--- src/sv/kgc_pkg.sv ---
package kgc_pkg;

  localparam int MAX_KEYS   = 24;
  localparam int HIST_DEPTH = 5;
  localparam int KEY_W      = 5;
  localparam int CNT_W      = 8;
  localparam int ADDR_W     = 4;
  localparam int DATA_W     = 32;

  localparam logic [CNT_W-1:0] CNT_MAX = 8'd255;

  localparam logic [1:0] REG_KEY_COUNT  = 2'd0;
  localparam logic [1:0] REG_LONG_PRESS = 2'd1;
  localparam logic [1:0] REG_LONG_WAIT  = 2'd2;

  typedef enum logic [2:0] {
    ST_NONE,
    ST_PRESS_SHORT,
    ST_PRESS_LONG,
    ST_WAIT_SHORT,
    ST_WAIT_LONG
  } key_st_t;

  typedef enum logic [2:0] {
    ACT_NONE,
    ACT_CLICK,
    ACT_DOUBLE_CLICK,
    ACT_HOLD,
    ACT_DOUBLE_HOLD
  } act_t;

  typedef enum logic [1:0] {
    SEQ_IDLE,
    SEQ_RUN,
    SEQ_FLUSH
  } seq_st_t;

  typedef struct packed {
    logic [CNT_W-1:0]           press;
    logic [CNT_W-1:0]           rel;
    key_st_t [HIST_DEPTH-1:0]   hist;
  } key_rec_t;

  typedef struct packed {
    logic [KEY_W-1:0] key;
    act_t             act;
  } result_t;

endpackage

--- src/sv/kgc_cell.sv ---
module kgc_cell (
  input  logic              clk,
  input  logic              rst_n,
  input  logic              shift_en,
  input  kgc_pkg::key_rec_t rec_in,
  output kgc_pkg::key_rec_t rec_out
);
  import kgc_pkg::*;

  key_rec_t rec_r;

  always_ff @(posedge clk) begin
    if (!rst_n) begin
      rec_r <= '0;
    end else if (shift_en) begin
      rec_r <= rec_in;
    end
  end

  assign rec_out = rec_r;

endmodule

--- src/sv/kgc_update.sv ---
module kgc_update (
  input  kgc_pkg::key_rec_t        rec_in,
  input  logic                     enable,
  input  logic                     pressed,
  input  logic [kgc_pkg::CNT_W-1:0] long_press,
  input  logic [kgc_pkg::CNT_W-1:0] long_wait,
  output kgc_pkg::key_rec_t        rec_out,
  output kgc_pkg::act_t            act
);
  import kgc_pkg::*;

  function automatic act_t classify(input key_st_t [HIST_DEPTH-1:0] h);
    act_t a;
    a = ACT_NONE;
    if (h[0] == ST_WAIT_SHORT && h[1] == ST_PRESS_SHORT && h[2] == ST_WAIT_SHORT &&
        h[3] == ST_PRESS_SHORT && h[4] == ST_WAIT_LONG) begin
      a = ACT_DOUBLE_CLICK;
    end
    if (h[0] == ST_WAIT_LONG && h[1] == ST_WAIT_SHORT && h[2] == ST_PRESS_SHORT &&
        h[3] == ST_WAIT_LONG) begin
      a = ACT_CLICK;
    end
    if (h[0] == ST_PRESS_LONG && h[1] == ST_PRESS_SHORT && h[2] == ST_WAIT_SHORT &&
        h[3] == ST_PRESS_SHORT && h[4] == ST_WAIT_LONG) begin
      a = ACT_DOUBLE_HOLD;
    end
    if (h[0] == ST_PRESS_LONG && h[1] == ST_PRESS_SHORT && h[2] == ST_WAIT_LONG) begin
      a = ACT_HOLD;
    end
    return a;
  endfunction

  key_rec_t rec;
  key_st_t  st;

  always_comb begin
    rec = rec_in;
    st  = ST_NONE;
    act = ACT_NONE;
    if (pressed) begin
      rec.rel = '0;
      if (rec_in.press != CNT_MAX) begin
        rec.press = rec_in.press + 1'b1;
      end
      st = (rec.press >= long_press) ? ST_PRESS_LONG : ST_PRESS_SHORT;
    end else begin
      rec.press = '0;
      if (rec_in.rel != CNT_MAX) begin
        rec.rel = rec_in.rel + 1'b1;
      end
      st = (rec.rel >= long_wait) ? ST_WAIT_LONG : ST_WAIT_SHORT;
    end
    if (rec_in.hist[0] != st) begin
      rec.hist = {rec_in.hist[HIST_DEPTH-2:0], st};
      act = classify(rec.hist);
    end
    if (!enable) begin
      rec = rec_in;
      act = ACT_NONE;
    end
    rec_out = rec;
  end

endmodule

--- src/sv/keypad_gesture_classifier.sv ---
// a scan goes from request to the next in_ready through SEQ_RUN, which rotates the
// ring of key cells one key per cycle while not stalled, then SEQ_FLUSH, which flushes
// the final result; the rotation stalls while a new gesture meets a pending result and
// the result register waits on out_ready, and the flush likewise waits on out_ready
// each result waits in pend_r for the next gesture or the flush; the last has out_last
// reset: key_count 8, both long thresholds 10, all counters and histories cleared
module keypad_gesture_classifier (
  input  logic                        clk,
  input  logic                        rst_n,
  input  logic                        in_valid,
  output logic                        in_ready,
  input  logic [7:0]                  in_scan_byte_0,
  input  logic [7:0]                  in_scan_byte_1,
  input  logic [7:0]                  in_scan_byte_2,
  input  logic [7:0]                  in_scan_byte_3,
  output logic                        out_valid,
  input  logic                        out_ready,
  output logic [kgc_pkg::KEY_W-1:0]   out_key_index,
  output logic [2:0]                  out_action,
  output logic                        out_last,
  input  logic                        psel,
  input  logic                        penable,
  input  logic                        pwrite,
  input  logic [kgc_pkg::ADDR_W-1:0]  paddr,
  input  logic [kgc_pkg::DATA_W-1:0]  pwdata,
  output logic [kgc_pkg::DATA_W-1:0]  prdata,
  output logic                        pready
);
  import kgc_pkg::*;

  logic [KEY_W-1:0] key_count_r;
  logic [CNT_W-1:0] long_press_r;
  logic [CNT_W-1:0] long_wait_r;

  seq_st_t state_r, state_nxt;
  logic [KEY_W-1:0] k_r;
  logic [3:0][7:0]  scan_r;
  result_t          pend_r;
  logic             pend_v_r;

  logic             out_valid_r;
  result_t          out_res_r;
  logic             out_last_r;

  key_rec_t ring [MAX_KEYS];
  key_rec_t upd_rec;
  act_t     upd_act;
  logic     step;
  logic     push;
  result_t  push_res;
  logic     push_last;
  logic     push_ok;
  logic     key_en;
  logic     pressed;
  logic [KEY_W-1:0] n_eff;
  logic [2:0] bit_pos;

  // configuration
  assign pready = 1'b1;

  always_ff @(posedge clk) begin
    if (!rst_n) begin
      key_count_r  <= KEY_W'(8);
      long_press_r <= CNT_W'(10);
      long_wait_r  <= CNT_W'(10);
    end else if (psel && penable && pwrite && pready) begin
      case (paddr[3:2])
        REG_KEY_COUNT:  key_count_r  <= pwdata[KEY_W-1:0];
        REG_LONG_PRESS: long_press_r <= pwdata[CNT_W-1:0];
        REG_LONG_WAIT:  long_wait_r  <= pwdata[CNT_W-1:0];
        default: ;
      endcase
    end
  end

  always_comb begin
    case (paddr[3:2])
      REG_KEY_COUNT:  prdata = DATA_W'(key_count_r);
      REG_LONG_PRESS: prdata = DATA_W'(long_press_r);
      REG_LONG_WAIT:  prdata = DATA_W'(long_wait_r);
      default:        prdata = '0;
    endcase
  end

  // ring of key cells
  genvar gi;
  generate
    for (gi = 0; gi < MAX_KEYS; gi++) begin : g_cell
      if (gi == MAX_KEYS - 1) begin : g_tail
        kgc_cell u_cell (
          .clk      (clk),
          .rst_n    (rst_n),
          .shift_en (step),
          .rec_in   (upd_rec),
          .rec_out  (ring[gi])
        );
      end else begin : g_body
        kgc_cell u_cell (
          .clk      (clk),
          .rst_n    (rst_n),
          .shift_en (step),
          .rec_in   (ring[gi+1]),
          .rec_out  (ring[gi])
        );
      end
    end
  endgenerate

  assign n_eff   = (key_count_r > KEY_W'(MAX_KEYS)) ? KEY_W'(MAX_KEYS) : key_count_r;
  assign key_en  = (state_r == SEQ_RUN) && (k_r < n_eff);
  assign bit_pos = {k_r[2], k_r[4:3]};
  assign pressed = scan_r[k_r[1:0]][bit_pos];

  kgc_update u_update (
    .rec_in     (ring[0]),
    .enable     (key_en),
    .pressed    (pressed),
    .long_press (long_press_r),
    .long_wait  (long_wait_r),
    .rec_out    (upd_rec),
    .act        (upd_act)
  );

  // sequencer
  assign push_ok  = !out_valid_r || out_ready;
  assign in_ready = (state_r == SEQ_IDLE);

  always_ff @(posedge clk) begin
    if (!rst_n) begin
      state_r <= SEQ_IDLE;
    end else begin
      state_r <= state_nxt;
    end
  end

  always_comb begin
    state_nxt = state_r;
    step      = 1'b0;
    push      = 1'b0;
    push_res  = pend_r;
    push_last = 1'b0;
    case (state_r)
      SEQ_IDLE: begin
        if (in_valid) begin
          state_nxt = SEQ_RUN;
        end
      end
      SEQ_RUN: begin
        step = !(upd_act != ACT_NONE && pend_v_r && !push_ok);
        push = step && upd_act != ACT_NONE && pend_v_r;
        if (step && k_r == KEY_W'(MAX_KEYS - 1)) begin
          state_nxt = SEQ_FLUSH;
        end
      end
      SEQ_FLUSH: begin
        push_last = 1'b1;
        if (!pend_v_r) begin
          push_res = '{key: '0, act: ACT_NONE};
        end
        if (push_ok) begin
          push      = 1'b1;
          state_nxt = SEQ_IDLE;
        end
      end
      default: state_nxt = SEQ_IDLE;
    endcase
  end

  always_ff @(posedge clk) begin
    if (!rst_n) begin
      k_r      <= '0;
      pend_v_r <= 1'b0;
    end else begin
      if (state_r == SEQ_IDLE) begin
        k_r <= '0;
      end else if (step) begin
        k_r <= k_r + 1'b1;
      end
      if (state_r == SEQ_FLUSH && push_ok) begin
        pend_v_r <= 1'b0;
      end else if (step && upd_act != ACT_NONE) begin
        pend_v_r <= 1'b1;
      end
    end
  end

  always_ff @(posedge clk) begin
    if (in_valid && in_ready) begin
      scan_r <= {in_scan_byte_3, in_scan_byte_2, in_scan_byte_1, in_scan_byte_0};
    end
    if (step && upd_act != ACT_NONE) begin
      pend_r <= '{key: k_r, act: upd_act};
    end
  end

  // result register
  always_ff @(posedge clk) begin
    if (!rst_n) begin
      out_valid_r <= 1'b0;
    end else if (push) begin
      out_valid_r <= 1'b1;
    end else if (out_ready) begin
      out_valid_r <= 1'b0;
    end
  end

  always_ff @(posedge clk) begin
    if (push) begin
      out_res_r  <= push_res;
      out_last_r <= push_last;
    end
  end

  assign out_valid     = out_valid_r;
  assign out_key_index = out_res_r.key;
  assign out_action    = out_res_r.act;
  assign out_last      = out_last_r;

  a_idle_no_pending: assert property (@(posedge clk) disable iff (!rst_n)
    in_ready |-> !pend_v_r)
    else $error("pending result left over in idle");

  a_busy_after_request: assert property (@(posedge clk) disable iff (!rst_n)
    (in_valid && in_ready) |=> !in_ready)
    else $error("sequencer did not start on request");

  a_key_in_range: assert property (@(posedge clk) disable iff (!rst_n)
    state_r == SEQ_RUN |-> k_r < KEY_W'(MAX_KEYS))
    else $error("key index past the ring");

  a_none_is_final: assert property (@(posedge clk) disable iff (!rst_n)
    (out_valid && out_action == ACT_NONE) |-> (out_last && out_key_index == '0))
    else $error("none result not final or nonzero key");

endmodule

--- config.mk ---
export PLATFORM = sky130hd
export DESIGN_NAME = keypad_gesture_classifier
export DESIGN_NICKNAME = d
export VERILOG_FILES = /design/src/sv/kgc_pkg.sv /design/src/sv/kgc_cell.sv /design/src/sv/kgc_update.sv /design/src/sv/keypad_gesture_classifier.sv
export SDC_FILE = /design/constraint.sdc
export NUM_CORES = 2
export LEC_CHECK = 0
export BUFFER_PORTS_ARGS = -buffer_cell sky130_fd_sc_hd__buf_2
export CAP_MARGIN = 20
export CORE_MARGIN = 2
export CORE_UTILIZATION = 41
export CTS_CLUSTER_SIZE = 14
export DETAILED_ROUTE_END_ITERATION = 12
export PLACE_DENSITY_LB_ADDON = 0.12
export SLEW_MARGIN = 10
export SYNTH_ARGS = -nofsm -noshare
export SYNTH_HDL_FRONTEND = slang
export SYNTH_SLANG_ARGS = --single-unit
--- constraint.sdc ---
create_clock -name clk -period 12.79 [get_ports clk]
set_input_delay 3.1975 -clock clk [delete_from_list [all_inputs] [get_ports clk]]
set_output_delay 3.1975 -clock clk [all_outputs]
set_load 0.02 [all_outputs]
==> impl_metrics.json <==
{
  "p_per_area_nw_per_um2": 174,
  "power_frac_clock_pct": 41.6,
  "yosysWarnings": 0,
  "rows": 95,
  "die_x_um": 265,
  "clockBufferDepth": 3,
  "setup_viol": 0,
  "path_buf_inv": 2,
  "critPathRequiredTime_ps": 9590,
  "hp-class": "reg -> reg",
  "crit_path_max_incr_delay_ps": 530,
  "topRoutingLayerUsed": "met4",
  "wl_met3_um": 1620,
  "internal_power_mw": 3.83,
  "cellLeakagePower_nw": 10.2,
  "arrival_ps": 4380,
  "ant_nets": 0,
  "relSlewSlack_pct": 20.3,
  "ys_top_cells_by_count": "nand2_1 (1,328), dfxtp_1 (702), a21oi_1 (673)",
  "total_power_mw": 5.35,
  "cts_tree": "built",
  "filler_cell_count": 6576,
  "seq_area_frac_synth_pct": 55.4,
  "cap_violations": 0,
  "clk_pin_slew_ps": 60,
  "cts_root_buf": "clkbuf_16",
  "clk_latency_ps": 610,
  "multi_input_area_um2": 10800,
  "h-tree-depth": 3,
  "grt_util_all_layers_pct": 15.2,
  "cts_sinks": 751,
  "vdd_drop_max_v": 0.000183,
  "end_kind": "primary output",
  "p_comb_share_pct": 12.7,
  "area_growth_syn_to_layout_pct": 9.53,
  "diodes": 0,
  "drc": 0,
  "antenna_found_initial": 0,
  "critPathKind": "in -> out",
  "synth_cell_types": 51,
  "grt_pass1_vias": 19900,
  "synth-seq-cells": 751,
  "synthFlopType": "dfxtp_1",
  "m1WireLength_um": 25800,
  "synthesis.area_um2": 28000,
  "portBuffers": 67,
  "wl_met2_um": 25500,
  "crit_path_top_delay_cell": "nor2b_1",
  "crit_chain": "buf_2 > nor2b_1 > a22o_1 > buf_2",
  "hold_viol": 0,
  "fp.dieArea_um2": 70400,
  "core_um2": 67400,
  "grt_max_degree": 271,
  "post_cts_buffers": 0,
  "wl_per_cell_um": 12.8,
  "synth_top_area_cell": "dfxtp_1",
  "regToRegSetupSlack_ps": 6490,
  "p_seq_share_pct": 45.7,
  "status": "finished, final reports clean",
  "critPathTopFamily": "simple AND/OR/NAND/NOR gates",
  "place_hpwl_um": 30200,
  "cts_buffers": 78,
  "synth.area.top_cells": "dfxtp_1 (50%), nand2_1 (18%), a21oi_1 (12%)",
  "drtIter0Drc": 1424,
  "synth-async-reset-ratio_pct": 0,
  "final_nets": 3398,
  "yosys.cell_count.top_type": "nand2_1",
  "cts_hold_buffers": 0,
  "ios": 119,
  "vias_per_cell": 4.99,
  "netlist_instances": 3372,
  "drive_gt1_share_pct": 6.61,
  "finalClockSkew_ps": 28.6,
  "regArea_um2": 15500,
  "worst_pin_slew_ps": 1200,
  "syn_area_per_cell_um2": 8.31,
  "grt_pass1_wl_um": 92600,
  "finalCritPeriodShare_pct": 59.3,
  "via_count": 21100,
  "crit_path_max_fanout": 10,
  "rsz0062_at_grt": "false",
  "slew_violations": 0,
  "max_freq_ghz": 0.132,
  "start_util_pct": 41.6,
  "synth_edf_count": 49,
  "finalWirelength_um": 54200,
  "grt-ovfl-total": 0,
  "cpMostUsedCell": "buf_2",
  "cts_resized": 0,
  "critPathLaunchType": "input port",
  "min_period_ps": 7580,
  "switchingPower_mw": 1.52,
  "dr.pass1.iters": 5,
  "fp.dieH_um": 265,
  "switching_share_pct": 28.4,
  "synth_top_cell_area_share_pct": 50.2,
  "place_congestion": 0.781,
  "tns_ps": 0
}
-- layout by cell type, fill, tap and decap left out, types with 8 or more instances in the layout --
cell type / n
ha_1: 26
nor2b_1: 11
dfxtp_1: 702
a221oi_1: 16
nand3_1: 15
edfxtp_1: 49
inv_1: 28
buf_2: 68
mux2i_1: 52
clkbuf_16: 81
o211ai_1: 9
clkinv_2: 14
clkbuf_8: 16
and2_1: 12
nand2_1: 1328
a21oi_1: 673
buf_4: 16
nor2_1: 49
nor3_1: 16
o21ai_0: 26
xnor2_1: 8
clkbuf_1: 18
conb_1: 25
-- state kept, by name, summed over array words and instances, names as in the netlist, 2 cells and up --
name and flops:
g_cell.g_body.u_cell.rec_out 644, g_cell.g_tail.u_cell.rec_out 28, k_r 5, key_count_r 5, long_press_r 8, long_wait_r 8
out_action 3, out_key_index 5, pend_r 8, scan_r 32, state_r 2
-- metrics by stage --
stage	util (%)	worst slack (ps)	hold slack, ps	std cells	cell area (µm²)
floorplan	-	5470	429	3395	28100
global route	45.5	5120	447	4230	30700
finish	45.5	5210	432	4230	30700
global placement	41.6	5110	435	4086	28100
detailed placement	41.7	5200	443	4087	28100
CTS	45.5	5180	431	4227	30600
-- power groups by stage --
stage | Sequential, mW | Combinational, mW | Clock (mW)
final | 2.45 | 0.678 | 2.23
after global routing | 2.45 | 0.768 | 2.39
after CTS | 2.45 | 0.696 | 2.31
after detailed placement | 2.50 | 0.695 | 0
after global placement | 2.50 | 0.689 | 0
after floorplan | 2.49 | 0.690 | 0
-- metal layers --
metal / vias to the layer above / GRT usage (%)
met5: - / 0
li1: 10800 / -
met2: 222 / 25.9
met1: 9968 / 19.5
met3: 91 / 2.54
met4: 0 / 5.18
-- final cells by class --
class	instances	share of cell area [%]
clock buffers	115	7.54
repair buffers	90	1.88
inverters	29	0.379
flip-flops and latches	751	50.6
well taps	873	3.56
multi-input cells	2347	35.2
clock inverters	25	0.779
-- tightest hold or removal path: cells and delay by family, from the launching register on --
kind | cells | cell delay [ps]
AO/OA/AOI/OAI | 1 | 50
flip-flops | 1 | 310
AND/OR/NAND/NOR | 1 | 50
-- logic make-up (layout without fill, tap and decap cells) --
family | Yosys count | after routing | share of synthesized area, %
adders and majority gates | 26 | 26 | 1.16
xor gates and xnor gates | 8 | 8 | 0.250
muxes | 54 | 54 | 1.94
buffers and inverters | 297 | 259 | 6.35
and+or+nand+nor | 1471 | 1471 | 20.5
AOI/OAI and AO/OA | 763 | 763 | 14.3
other | 2 | 25 | 0.0268
DFF | 751 | 751 | 55.4
-- path summary, 6_finish.rpt --
| path | startpoint | cells after the start | end |
|---|---|---|---|
| worst min-delay path | g_cell[5].g_body.u_cell.rec_out[1] | 2 | g_cell[4].g_body.u_cell.rec_out[1] |
| worst min register to register | g_cell[5].g_body.u_cell.rec_out[1] | 2 | g_cell[4].g_body.u_cell.rec_out[1] |
| worst max register to register | g_cell[0].g_body.u_cell.rec_out[15] | 17 | g_cell[0].g_body.u_cell.rec_out[20] |
| worst max-delay path | paddr[3] | 4 | prdata[7] |
(Power assumes the default switching activity.)
